`src/sv/trt_pkg.sv`:
```
// Shared types, sizes and codes for the trace route table.
// No dependencies; every other file imports this package.
package trt_pkg;

    // Table geometry and tag width
    localparam int ROUTE_ENTRIES = 16;
    localparam int PEER_TAG_BITS = 32;
    localparam int IDX_BITS      = (ROUTE_ENTRIES > 1) ? $clog2(ROUTE_ENTRIES) : 1;

    // Result limits
    localparam int RESULT_CAP = 16;
    localparam int CNT_BITS   = $clog2(RESULT_CAP + 1);
    localparam int SLOT_BITS  = 4;

    // Configuration
    localparam int          CFG_INDEX_BITS    = 1;
    localparam logic [0:0]  REG_MY_PEER       = 1'b0;
    localparam logic [0:0]  REG_FUTURE_WINDOW = 1'b1;
    localparam logic [15:0] WINDOW_RESET      = 16'd3600;

    // Input operations
    localparam logic OP_PROBE = 1'b0;
    localparam logic OP_REPLY = 1'b1;

    // Result kinds
    localparam logic [2:0] KIND_ACCEPTED  = 3'd0;
    localparam logic [2:0] KIND_DUPLICATE = 3'd1;
    localparam logic [2:0] KIND_FUTURE    = 3'd2;
    localparam logic [2:0] KIND_FULL      = 3'd3;
    localparam logic [2:0] KIND_CLIENT    = 3'd4;
    localparam logic [2:0] KIND_FORWARD   = 3'd5;
    localparam logic [2:0] KIND_NO_MATCH  = 3'd6;

    typedef logic [PEER_TAG_BITS-1:0] tag_t;
    typedef logic [IDX_BITS-1:0]      idx_t;

    // One table row
    typedef struct packed {
        logic [31:0] stamp;
        tag_t        origin;
        tag_t        ret;
        logic [31:0] prio;
    } entry_t;

    // One result item
    typedef struct packed {
        logic [2:0]  kind;
        logic [3:0]  slot;
        logic        rebroadcast;
        logic [15:0] hops_out;
        logic [31:0] next_peer;
        logic [31:0] prio_out;
        logic [15:0] client_out;
        logic        last;
    } result_t;

    // Table access from the sequencer
    typedef struct packed {
        logic   rd_en;
        idx_t   rd_addr;
        logic   wr_en;
        idx_t   wr_addr;
        entry_t wr_data;
    } mem_req_t;

endpackage

```
`src/sv/trt_if.sv`:
```
// Channel interfaces of the trace route table: input items, results, configuration.
// Depends on trt_pkg.
interface trt_req_if;
    import trt_pkg::*;
    logic        valid;
    logic        ready;
    logic        op;
    logic [31:0] stamp;
    logic [31:0] origin_peer;
    logic [31:0] from_peer;
    logic [31:0] prio;
    logic [15:0] hops_left;
    logic [31:0] now;
    logic [15:0] client_slot;

    modport source (output valid, op, stamp, origin_peer, from_peer, prio, hops_left, now,
                    client_slot, input ready);
    modport sink (input valid, op, stamp, origin_peer, from_peer, prio, hops_left, now,
                  client_slot, output ready);
endinterface

interface trt_rsp_if;
    import trt_pkg::*;
    logic        valid;
    logic        ready;
    logic [2:0]  kind;
    logic [3:0]  slot;
    logic        rebroadcast;
    logic [15:0] hops_out;
    logic [31:0] next_peer;
    logic [31:0] prio_out;
    logic [15:0] client_out;
    logic        last;

    modport source (output valid, kind, slot, rebroadcast, hops_out, next_peer, prio_out,
                    client_out, last, input ready);
    modport sink (input valid, kind, slot, rebroadcast, hops_out, next_peer, prio_out,
                  client_out, last, output ready);
endinterface

interface trt_cfg_if;
    import trt_pkg::*;
    logic                      valid;
    logic                      ready;
    logic [CFG_INDEX_BITS-1:0] index;
    logic [31:0]               data;

    modport source (output valid, index, data, input ready);
    modport sink (input valid, index, data, output ready);
endinterface

```
`src/sv/trace_route_table.sv`:
```
// Top level of the trace route table: configuration registers, result register,
// sequencer and table RAM. Depends on trt_pkg, trt_if, trt_mem and trt_seq.
//
//   channel  role   payload
//   req      sink   op, stamp, origin_peer, from_peer, prio, hops_left, now, client_slot
//   rsp      source kind, slot, rebroadcast, hops_out, next_peer, prio_out, client_out, last
//   cfg      sink   index, data (0 my_peer, 1 future_window)
//
// One item at a time. Each item is walked with one RAM read per row through the
// single read port, plus capture, drain and the closing result. A reply with several
// matches stalls the walk only when the result register is still full. Reset clears
// the row valid flops, so the table reads as all zero at once; config takes reset
// values.
module trace_route_table (
    input  logic     clk,
    input  logic     rst_n,
    trt_req_if.sink  req,
    trt_rsp_if.source rsp,
    trt_cfg_if.sink  cfg
);
    import trt_pkg::*;

    logic [31:0] my_peer_reg;
    logic [15:0] window_reg;
    logic        out_valid_reg;
    result_t     out_res_reg;

    logic        can_push;
    logic        push;
    result_t     res;
    mem_req_t    mem_req;
    entry_t      rd_data;

    // Configuration writes
    assign cfg.ready = 1'b1;

    always_ff @(posedge clk or negedge rst_n)
    begin
        if (!rst_n)
        begin
            my_peer_reg <= '0;
            window_reg  <= WINDOW_RESET;
        end
        else if (cfg.valid)
        begin
            case (cfg.index)
                REG_MY_PEER:       my_peer_reg <= cfg.data;
                REG_FUTURE_WINDOW: window_reg  <= cfg.data[15:0];
                default:           my_peer_reg <= my_peer_reg;
            endcase
        end
    end

    // Result register: take a new result when empty or being drained
    assign can_push = !out_valid_reg || rsp.ready;

    always_ff @(posedge clk or negedge rst_n)
    begin
        if (!rst_n)
        begin
            out_valid_reg <= 1'b0;
        end
        else if (push)
        begin
            out_valid_reg <= 1'b1;
        end
        else if (rsp.ready)
        begin
            out_valid_reg <= 1'b0;
        end
    end

    always_ff @(posedge clk)
    begin
        if (push)
        begin
            out_res_reg <= res;
        end
    end

    assign rsp.valid       = out_valid_reg;
    assign rsp.kind        = out_res_reg.kind;
    assign rsp.slot        = out_res_reg.slot;
    assign rsp.rebroadcast = out_res_reg.rebroadcast;
    assign rsp.hops_out    = out_res_reg.hops_out;
    assign rsp.next_peer   = out_res_reg.next_peer;
    assign rsp.prio_out    = out_res_reg.prio_out;
    assign rsp.client_out  = out_res_reg.client_out;
    assign rsp.last        = out_res_reg.last;

    trt_seq u_seq (
        .clk           (clk),
        .rst_n         (rst_n),
        .req           (req),
        .my_peer       (my_peer_reg),
        .future_window (window_reg),
        .can_push      (can_push),
        .push          (push),
        .res           (res),
        .mem_req       (mem_req),
        .rd_data       (rd_data)
    );

    trt_mem u_mem (
        .clk     (clk),
        .rst_n   (rst_n),
        .req     (mem_req),
        .rd_data (rd_data)
    );

    // A result is only produced when the result register can take it
    assert property (@(posedge clk) disable iff (!rst_n) push |-> can_push)
        else $error("result pushed into a full result register");

    // The table is written only together with an accepted-probe result
    assert property (@(posedge clk) disable iff (!rst_n)
                     mem_req.wr_en |-> (push && res.kind == KIND_ACCEPTED))
        else $error("table write without an accepted probe");

    // A new item never starts while the previous item's results are incomplete
    assert property (@(posedge clk) disable iff (!rst_n)
                     (req.valid && req.ready) |-> !(rsp.valid && !rsp.last))
        else $error("input transfer while a result sequence is open");

endmodule

```
`src/sv/trt_mem.sv`:
```
// Route table storage: one synchronous RAM of entries, registered read.
// Per-row valid flops make unwritten rows read as zero after reset. Depends on trt_pkg.
module trt_mem (
    input  logic              clk,
    input  logic              rst_n,
    input  trt_pkg::mem_req_t req,
    output trt_pkg::entry_t   rd_data
);
    import trt_pkg::*;

    entry_t                   mem [ROUTE_ENTRIES];
    logic [ROUTE_ENTRIES-1:0] row_valid_reg;
    entry_t                   rd_data_reg;

    // Write port
    always_ff @(posedge clk)
    begin
        if (req.wr_en)
        begin
            mem[req.wr_addr] <= req.wr_data;
        end
    end

    // Mark rows once written
    always_ff @(posedge clk or negedge rst_n)
    begin
        if (!rst_n)
        begin
            row_valid_reg <= '0;
        end
        else if (req.wr_en)
        begin
            row_valid_reg[req.wr_addr] <= 1'b1;
        end
    end

    // Read port; hold data when no read is issued
    always_ff @(posedge clk)
    begin
        if (req.rd_en)
        begin
            rd_data_reg <= row_valid_reg[req.rd_addr] ? mem[req.rd_addr] : '0;
        end
    end

    assign rd_data = rd_data_reg;

endmodule

```
`src/sv/trt_seq.sv`:
```
// Sequencer: captures an item, walks the table one row a cycle when not stalled,
// builds results and writes accepted probes back. Depends on trt_pkg and trt_if.
module trt_seq (
    input  logic              clk,
    input  logic              rst_n,
    trt_req_if.sink           req,
    input  logic [31:0]       my_peer,
    input  logic [15:0]       future_window,
    input  logic              can_push,
    output logic              push,
    output trt_pkg::result_t  res,
    output trt_pkg::mem_req_t mem_req,
    input  trt_pkg::entry_t   rd_data
);
    import trt_pkg::*;

    localparam logic [1:0] ST_IDLE = 2'd0;
    localparam logic [1:0] ST_SCAN = 2'd1;
    localparam logic [1:0] ST_DONE = 2'd2;

    // Control state
    logic [1:0]          state_reg,      state_next;
    logic                issue_done_reg, issue_done_next;
    logic                chk_valid_reg,  chk_valid_next;
    logic                dup_valid_reg,  dup_valid_next;
    logic                sel_valid_reg,  sel_valid_next;
    logic                pend_valid_reg, pend_valid_next;
    logic [CNT_BITS-1:0] cnt_reg,        cnt_next;

    // Item and scan payload
    logic        op_reg,     op_next;
    logic [31:0] stamp_reg,  stamp_next;
    tag_t        origin_reg, origin_next;
    tag_t        from_reg,   from_next;
    logic [31:0] prio_reg,   prio_next;
    logic [15:0] hops_reg,   hops_next;
    logic [15:0] client_reg, client_next;
    logic        future_reg, future_next;
    idx_t        rd_idx_reg, rd_idx_next;
    idx_t        chk_idx_reg, chk_idx_next;
    idx_t        dup_idx_reg, dup_idx_next;
    idx_t        sel_idx_reg, sel_idx_next;
    logic [31:0] oldest_reg, oldest_next;
    result_t     pend_res_reg, pend_res_next;

    logic    hit;
    logic    older;
    logic    counted;
    logic    stall;
    logic    rd_en;
    tag_t    my_tag;
    result_t match_res;
    result_t done_res;

    assign my_tag    = tag_t'(my_peer);
    assign req.ready = (state_reg == ST_IDLE);

    // Compare the row just read against the held item
    always_comb
    begin
        hit     = (rd_data.stamp == stamp_reg) && (rd_data.origin == origin_reg);
        older   = oldest_reg > rd_data.stamp;
        counted = hit && (cnt_reg < CNT_BITS'(RESULT_CAP));
        stall   = (state_reg == ST_SCAN) && chk_valid_reg && (op_reg == OP_REPLY)
                  && counted && pend_valid_reg && !can_push;

        match_res      = '0;
        match_res.slot = SLOT_BITS'(chk_idx_reg);
        if (rd_data.ret == my_tag)
        begin
            match_res.kind       = KIND_CLIENT;
            match_res.client_out = client_reg;
        end
        else
        begin
            match_res.kind      = KIND_FORWARD;
            match_res.next_peer = 32'(rd_data.ret);
            match_res.prio_out  = rd_data.prio;
        end
    end

    // Final result of an item
    always_comb
    begin
        done_res      = '0;
        done_res.last = 1'b1;
        if (op_reg == OP_REPLY)
        begin
            if (pend_valid_reg)
            begin
                done_res      = pend_res_reg;
                done_res.last = 1'b1;
            end
            else
            begin
                done_res.kind = KIND_NO_MATCH;
            end
        end
        else if (future_reg)
        begin
            done_res.kind = KIND_FUTURE;
        end
        else if (dup_valid_reg)
        begin
            done_res.kind = KIND_DUPLICATE;
            done_res.slot = SLOT_BITS'(dup_idx_reg);
        end
        else if (!sel_valid_reg)
        begin
            done_res.kind = KIND_FULL;
        end
        else
        begin
            done_res.kind = KIND_ACCEPTED;
            done_res.slot = SLOT_BITS'(sel_idx_reg);
            if (hops_reg != 16'd0)
            begin
                done_res.rebroadcast = 1'b1;
                done_res.hops_out    = hops_reg - 16'd1;
            end
        end
    end

    // Sequencer next state
    always_comb
    begin
        state_next      = state_reg;
        issue_done_next = issue_done_reg;
        chk_valid_next  = chk_valid_reg;
        dup_valid_next  = dup_valid_reg;
        sel_valid_next  = sel_valid_reg;
        pend_valid_next = pend_valid_reg;
        cnt_next        = cnt_reg;
        op_next         = op_reg;
        stamp_next      = stamp_reg;
        origin_next     = origin_reg;
        from_next       = from_reg;
        prio_next       = prio_reg;
        hops_next       = hops_reg;
        client_next     = client_reg;
        future_next     = future_reg;
        rd_idx_next     = rd_idx_reg;
        chk_idx_next    = chk_idx_reg;
        dup_idx_next    = dup_idx_reg;
        sel_idx_next    = sel_idx_reg;
        oldest_next     = oldest_reg;
        pend_res_next   = pend_res_reg;

        rd_en           = 1'b0;
        push            = 1'b0;
        res             = pend_res_reg;
        mem_req         = '0;

        case (state_reg)
            ST_IDLE:
            begin
                // Capture the item on transfer
                if (req.valid)
                begin
                    op_next         = req.op;
                    stamp_next      = req.stamp;
                    origin_next     = tag_t'(req.origin_peer);
                    from_next       = tag_t'(req.from_peer);
                    prio_next       = req.prio;
                    hops_next       = req.hops_left;
                    client_next     = req.client_slot;
                    future_next     = {1'b0, req.stamp} >
                                      ({1'b0, req.now} + {17'd0, future_window});
                    oldest_next     = req.stamp;
                    rd_idx_next     = '0;
                    issue_done_next = 1'b0;
                    chk_valid_next  = 1'b0;
                    dup_valid_next  = 1'b0;
                    sel_valid_next  = 1'b0;
                    pend_valid_next = 1'b0;
                    cnt_next        = '0;
                    state_next      = ST_SCAN;
                end
            end
            ST_SCAN:
            begin
                if (!stall)
                begin
                    // Issue the next row read
                    rd_en = !issue_done_reg;
                    if (rd_en)
                    begin
                        rd_idx_next = rd_idx_reg + idx_t'(1);
                        if (rd_idx_reg == idx_t'(ROUTE_ENTRIES - 1))
                        begin
                            issue_done_next = 1'b1;
                        end
                    end
                    chk_valid_next = rd_en;
                    chk_idx_next   = rd_idx_reg;

                    // Check the row that came back
                    if (chk_valid_reg)
                    begin
                        if (op_reg == OP_PROBE)
                        begin
                            if (hit && !dup_valid_reg)
                            begin
                                dup_valid_next = 1'b1;
                                dup_idx_next   = chk_idx_reg;
                            end
                            if (older)
                            begin
                                oldest_next    = rd_data.stamp;
                                sel_idx_next   = chk_idx_reg;
                                sel_valid_next = 1'b1;
                            end
                        end
                        else if (counted)
                        begin
                            // Release the previous match, hold the new one
                            push            = pend_valid_reg;
                            res             = pend_res_reg;
                            pend_res_next   = match_res;
                            pend_valid_next = 1'b1;
                            cnt_next        = cnt_reg + CNT_BITS'(1);
                        end
                    end

                    if (issue_done_reg && !chk_valid_reg)
                    begin
                        state_next = ST_DONE;
                    end
                end
            end
            ST_DONE:
            begin
                // Emit the closing result; write back an accepted probe with it
                if (can_push)
                begin
                    push       = 1'b1;
                    res        = done_res;
                    mem_req.wr_en = (op_reg == OP_PROBE) && (done_res.kind == KIND_ACCEPTED);
                    state_next = ST_IDLE;
                end
            end
            default:
            begin
                state_next = ST_IDLE;
            end
        endcase

        mem_req.rd_en   = rd_en;
        mem_req.rd_addr = rd_idx_reg;
        mem_req.wr_addr = sel_idx_reg;
        mem_req.wr_data = '{stamp: stamp_reg, origin: origin_reg, ret: from_reg,
                            prio: prio_reg};
    end

    // Control registers
    always_ff @(posedge clk or negedge rst_n)
    begin
        if (!rst_n)
        begin
            state_reg      <= ST_IDLE;
            issue_done_reg <= 1'b0;
            chk_valid_reg  <= 1'b0;
            dup_valid_reg  <= 1'b0;
            sel_valid_reg  <= 1'b0;
            pend_valid_reg <= 1'b0;
            cnt_reg        <= '0;
        end
        else
        begin
            state_reg      <= state_next;
            issue_done_reg <= issue_done_next;
            chk_valid_reg  <= chk_valid_next;
            dup_valid_reg  <= dup_valid_next;
            sel_valid_reg  <= sel_valid_next;
            pend_valid_reg <= pend_valid_next;
            cnt_reg        <= cnt_next;
        end
    end

    // Payload registers
    always_ff @(posedge clk)
    begin
        op_reg       <= op_next;
        stamp_reg    <= stamp_next;
        origin_reg   <= origin_next;
        from_reg     <= from_next;
        prio_reg     <= prio_next;
        hops_reg     <= hops_next;
        client_reg   <= client_next;
        future_reg   <= future_next;
        rd_idx_reg   <= rd_idx_next;
        chk_idx_reg  <= chk_idx_next;
        dup_idx_reg  <= dup_idx_next;
        sel_idx_reg  <= sel_idx_next;
        oldest_reg   <= oldest_next;
        pend_res_reg <= pend_res_next;
    end

endmodule
```
`src/flat_wrapper.sv`:
```
// flat-port wrapper written by rule: the top's interface ports become plain ports
module trace_route_table_flat import trt_pkg::*;
  (clk, rst_n, req_valid, req_op, req_stamp, req_origin_peer, req_from_peer, req_prio, req_hops_left, req_now, req_client_slot, req_ready, rsp_valid, rsp_kind, rsp_slot, rsp_rebroadcast, rsp_hops_out, rsp_next_peer, rsp_prio_out, rsp_client_out, rsp_last, rsp_ready, cfg_valid, cfg_index, cfg_data, cfg_ready);
  trt_req_if req_i ();
  trt_rsp_if rsp_i ();
  trt_cfg_if cfg_i ();
  input  logic clk;
  input  logic rst_n;
  input wire logic [$bits(req_i.valid)-1:0] req_valid;
  input wire logic [$bits(req_i.op)-1:0] req_op;
  input wire logic [$bits(req_i.stamp)-1:0] req_stamp;
  input wire logic [$bits(req_i.origin_peer)-1:0] req_origin_peer;
  input wire logic [$bits(req_i.from_peer)-1:0] req_from_peer;
  input wire logic [$bits(req_i.prio)-1:0] req_prio;
  input wire logic [$bits(req_i.hops_left)-1:0] req_hops_left;
  input wire logic [$bits(req_i.now)-1:0] req_now;
  input wire logic [$bits(req_i.client_slot)-1:0] req_client_slot;
  output wire logic [$bits(req_i.ready)-1:0] req_ready;
  output wire logic [$bits(rsp_i.valid)-1:0] rsp_valid;
  output wire logic [$bits(rsp_i.kind)-1:0] rsp_kind;
  output wire logic [$bits(rsp_i.slot)-1:0] rsp_slot;
  output wire logic [$bits(rsp_i.rebroadcast)-1:0] rsp_rebroadcast;
  output wire logic [$bits(rsp_i.hops_out)-1:0] rsp_hops_out;
  output wire logic [$bits(rsp_i.next_peer)-1:0] rsp_next_peer;
  output wire logic [$bits(rsp_i.prio_out)-1:0] rsp_prio_out;
  output wire logic [$bits(rsp_i.client_out)-1:0] rsp_client_out;
  output wire logic [$bits(rsp_i.last)-1:0] rsp_last;
  input wire logic [$bits(rsp_i.ready)-1:0] rsp_ready;
  input wire logic [$bits(cfg_i.valid)-1:0] cfg_valid;
  input wire logic [$bits(cfg_i.index)-1:0] cfg_index;
  input wire logic [$bits(cfg_i.data)-1:0] cfg_data;
  output wire logic [$bits(cfg_i.ready)-1:0] cfg_ready;
  assign req_i.valid = req_valid;
  assign req_i.op = req_op;
  assign req_i.stamp = req_stamp;
  assign req_i.origin_peer = req_origin_peer;
  assign req_i.from_peer = req_from_peer;
  assign req_i.prio = req_prio;
  assign req_i.hops_left = req_hops_left;
  assign req_i.now = req_now;
  assign req_i.client_slot = req_client_slot;
  assign req_ready = req_i.ready;
  assign rsp_valid = rsp_i.valid;
  assign rsp_kind = rsp_i.kind;
  assign rsp_slot = rsp_i.slot;
  assign rsp_rebroadcast = rsp_i.rebroadcast;
  assign rsp_hops_out = rsp_i.hops_out;
  assign rsp_next_peer = rsp_i.next_peer;
  assign rsp_prio_out = rsp_i.prio_out;
  assign rsp_client_out = rsp_i.client_out;
  assign rsp_last = rsp_i.last;
  assign rsp_i.ready = rsp_ready;
  assign cfg_i.valid = cfg_valid;
  assign cfg_i.index = cfg_index;
  assign cfg_i.data = cfg_data;
  assign cfg_ready = cfg_i.ready;
  trace_route_table u_core (.clk(clk), .rst_n(rst_n), .req(req_i), .rsp(rsp_i), .cfg(cfg_i));
endmodule
```
`config.mk`:
```
export PLATFORM = sky130hd
export DESIGN_NAME = trace_route_table_flat
export DESIGN_NICKNAME = d
export VERILOG_FILES = /design/src/sv/trt_pkg.sv /design/src/sv/trt_if.sv /design/src/sv/trace_route_table.sv /design/src/sv/trt_mem.sv /design/src/sv/trt_seq.sv /design/src/flat_wrapper.sv
export SDC_FILE = /design/constraint.sdc
export NUM_CORES = 2
export LEC_CHECK = 0
export ABC_AREA = 1
export BUFFER_PORTS_ARGS = -buffer_cell sky130_fd_sc_hd__buf_2
export CAP_MARGIN = 0
export CORE_UTILIZATION = 55
export DETAILED_ROUTE_END_ITERATION = 8
export PLACE_DENSITY_LB_ADDON = 0.05
export RECOVER_POWER = 50
export SYNTH_ARGS = -nofsm -noshare
export SYNTH_HDL_FRONTEND = slang
export SYNTH_SLANG_ARGS = --single-unit
```
`constraint.sdc`:
```
create_clock -name clk -period 12.1 [get_ports clk]
set_clock_uncertainty 0.2 [all_clocks]
set_input_delay 3.63 -clock clk [delete_from_list [all_inputs] [get_ports clk]]
set_output_delay 3.63 -clock clk [all_outputs]
set_load 0.03 [all_outputs]
```
==> qor.csv <==
stage;metric;value;unit
detailed_routing;detail-route-antenna-nets;0;
yosys;syn_area_per_cell;13.2;sq um
cells_and_area;area_growth;11.6;%
power_and_ir_drop;p_sw_frac;0.352;
detailed_routing;wire_per_inst;25.4;um
sta;period_share;0.711;
clock_tree;clk_pin_slew_worst_paths;0.06;ns
yosys;ys_types;47;
worst_setup_path;critical_path.endpoint_type;register;
sta;setup_slack;3.50;ns
placement;gp_congestion;0.879;
sta;fin_crit;8.60;ns
sta;worstMarginPinSlew;4.23;ns
clock_tree;numCtsBuffers;288;
worst_setup_path;path_cells;clkbuf_1 > clkbuf_1 > buf_4 > o21ai_0 > o221ai_1 > nand3_1 > nand3_1 > nand2_1 > inv_2;
die;rows;159;
detailed_routing;vias;65357;
power_and_ir_drop;seq_power_share;0.429;
die;num_io_pins;339;
yosys;syn-instance-count;7977;
clock_tree;root_buffer;clkbuf_16;
yosys;synth_edf_count;2576;
global_routing;grtUsageTotal;0.285;
sta;rsz0062_at_grt;false;
yosys;yosys.area.top_type_share;0.737;
worst_setup_path;startpoint_type;register;
detailed_routing;drc;0;
clock_tree;cts_tree;done;
global_routing;antenna_found_initial;5;
die;die_h;439;um
yosys;synth_fp_nets;8295;
clock_tree;cts_hold_buf;0;
hold_path;hold_class;reg -> reg;
global_routing;grt_max_degree;222;
flow_run;drv_cap;13;
die;start_util;0.557;
cells_and_area;nFillCells;14424;
worst_setup_path;slowest_stage;clkbuf_1;
placement;port-buffer-count;337;
clock_tree;insertion_delay;0.93;ns
yosys;yosys.area.top_type;edfxtp_1;
sta;timing.final.max_slew_violations;783;
clock_tree;cts_resized;0;
global_routing;grt_pass1_wl;410;mm
cells_and_area;drive_above_1_share;0.0934;
worst_setup_path;cp.required;12.64;ns
placement;place_ws;4.39;ns
yosys;ys_top_cells_by_area;edfxtp_1 74%, o21ai_0 5.4%, nor2_1 4.5%;
power_and_ir_drop;power_density;237;nW/um^2
yosys;synth_seq_area_share;0.755;
detailed_routing;drt_iter0_drc;7282;
clock_tree;ctsHtreeMaxLevel;5;
power_and_ir_drop;leakagePower;41.0;nW
detailed_routing;dr.pass1.iters;5;
power_and_ir_drop;finalPower;0.0278;W
cells_and_area;multi_input_area;22000;sq um
cells_and_area;nets;8551;
yosys;synthesis.area;105000;sq um
yosys;synth-main-ff-cell;edfxtp_1;
global_routing;grt_pass1_vias;63036;
placement;dp_hpwl;151;mm
worst_setup_path;worstPathArrival;9.14;ns
worst_setup_path;path_max_fanout;97;
yosys;ys_top_cells_by_count;2576 x edfxtp_1, 1266 x nor2_1, 1124 x o21ai_0;
clock_tree;clockBufferDepth;4;
cells_and_area;antennaDiodeCount;0;
cells_and_area;seq_area;79300;sq um
worst_setup_path;worstSetupPathType;reg -> reg;
sta;setup_tns;0;ns
yosys;ys_warn_count;0;
yosys;ys_ff_latch;2653;
power_and_ir_drop;p_switching;0.00979;W
power_and_ir_drop;clkPwrFrac;0.290;
detailed_routing;route.final.wire_length;277;mm
cells_and_area;design_area;117000;sq um
detailed_routing;routed_via_density;5.99;
sta;slew_headroom;-1.82;
placement;dpl_cell_area;109000;sq um
sta;finalSetupViolations;0;
die;die_w;439;um
clock_tree;cts_setup_buffers;0;
outcome;violations;capacitance limit, slew limit;
yosys;async_flop_share;0.0290;
power_and_ir_drop;p_int;0.0180;W
die;dieArea;193000;sq um
worst_setup_path;max_stage_delay;3.08;ns
outcome;status;finished with violations;
cells_and_area;largest_register_ffs;2048;
power_and_ir_drop;pwr-share-comb;0.281;
die;core;189000;sq um
yosys;synth_most_common_cell;edfxtp_1;
sta;finalHoldViolCount;0;
sta;fmax;0.116;GHz
global_routing;grt_overflow;0;
clock_tree;clock_sink_count;2653;
power_and_ir_drop;ir_worst_vdd;0.214;mV
[final cells by class]
class | instances | area share
Inverter | 482 | 0.0157
Tap cell | 2495 | 0.0267
Clock buffer | 368 | 0.0660
Sequential cell | 2653 | 0.677
Multi-Input combinational cell | 4379 | 0.188
Timing Repair Buffer | 429 | 0.0209
Clock inverter | 114 | 0.00619
[through the flow]
| step | util | instances | hold WS (ns) |
|---|---|---|---|
| 5_1_grt | 0.621 | 10920 | 0.287 |
| 6_report | 0.621 | 10920 | 0.262 |
| 3_5_place_dp | 0.577 | 10438 | 0.246 |
| 2_1_floorplan | - | 7977 | 0.227 |
| 3_3_place_gp | 0.577 | 10438 | 0.243 |
| 4_1_cts | 0.622 | 10920 | 0.260 |
[power groups by stage]
stage | Sequential, W | Clock [W] | Combinational [W]
2_1_floorplan | 0.0120 | 0 | 0.00505
3_3_place_gp | 0.0121 | 0 | 0.00764
3_5_place_dp | 0.0121 | 0 | 0.00774
4_1_cts | 0.0119 | 0.00818 | 0.00777
5_1_grt | 0.0120 | 0.00851 | 0.00858
6_report | 0.0119 | 0.00807 | 0.00781
[cells in the final DEF, fill, tap and decap left out, drive strengths merged, types with 49 or more instances in the layout]
master,netlist,final
a21oi,64,64
nand3,252,252
edfxtp,2576,2576
o211ai,49,49
o22ai,306,306
xor2,69,69
ha,86,86
buf,163,359
o21ai,1139,1139
nor2,1270,1270
inv,481,473
clkinv,1,110
clkbuf,300,438
o221ai,207,207
dfrtp,73,73
nand2,811,811
[worst paths after layout]
kind                                               start                            end  slack [ns]  depth (start not counted)
min                        u_core.u_mem.row_valid_reg[5]  u_core.u_mem.row_valid_reg[5]        0.26                          2
min reg2reg                u_core.u_mem.row_valid_reg[5]  u_core.u_mem.row_valid_reg[5]        0.26                          2
max in group asynchronous                          rst_n         u_core.my_peer_reg[23]        4.78                          2
max reg2reg                   u_core.u_seq.rd_idx_reg[0]      u_core.u_mem.rd_data[107]        3.50                          9
max                           u_core.u_seq.rd_idx_reg[0]      u_core.u_mem.rd_data[107]        3.50                          9
min in group asynchronous                          rst_n           u_core.window_reg[6]        2.65                          1
[metal layers]
metal	part of all wire	global-route usage	up-vias
met3	0.073	0.0385	456
met1	0.44	0.425	32766
met5	0.00011	0	-
met4	0.027	0.0817	4
met2	0.46	0.442	2716
li1	-	-	29415
[critical path, delay by kind of cell (launching register included)]
family / cells / cell delay [ns]
AOI/OAI and AO/OA: 2 / 0.48
buffers and inverters: 4 / 6.84
and+or+nand+nor: 3 / 0.47
DFF: 1 / 0.34
[cells by family after synthesis]
kind of cell | count (synthesis) | synth area share
XOR/XNOR | 96 | 0.00801
buffers and inverters | 945 | 0.0365
multiplexers | 13 | 0.00139
adder cells (fa/ha/maj) | 87 | 0.0104
AO/OA/AOI/OAI | 1781 | 0.0975
AND/OR/NAND/NOR | 2401 | 0.0910
flip-flops | 2653 | 0.755
other | 1 | 0.0000357
Note: power is estimated with default switching activity, not from simulation.
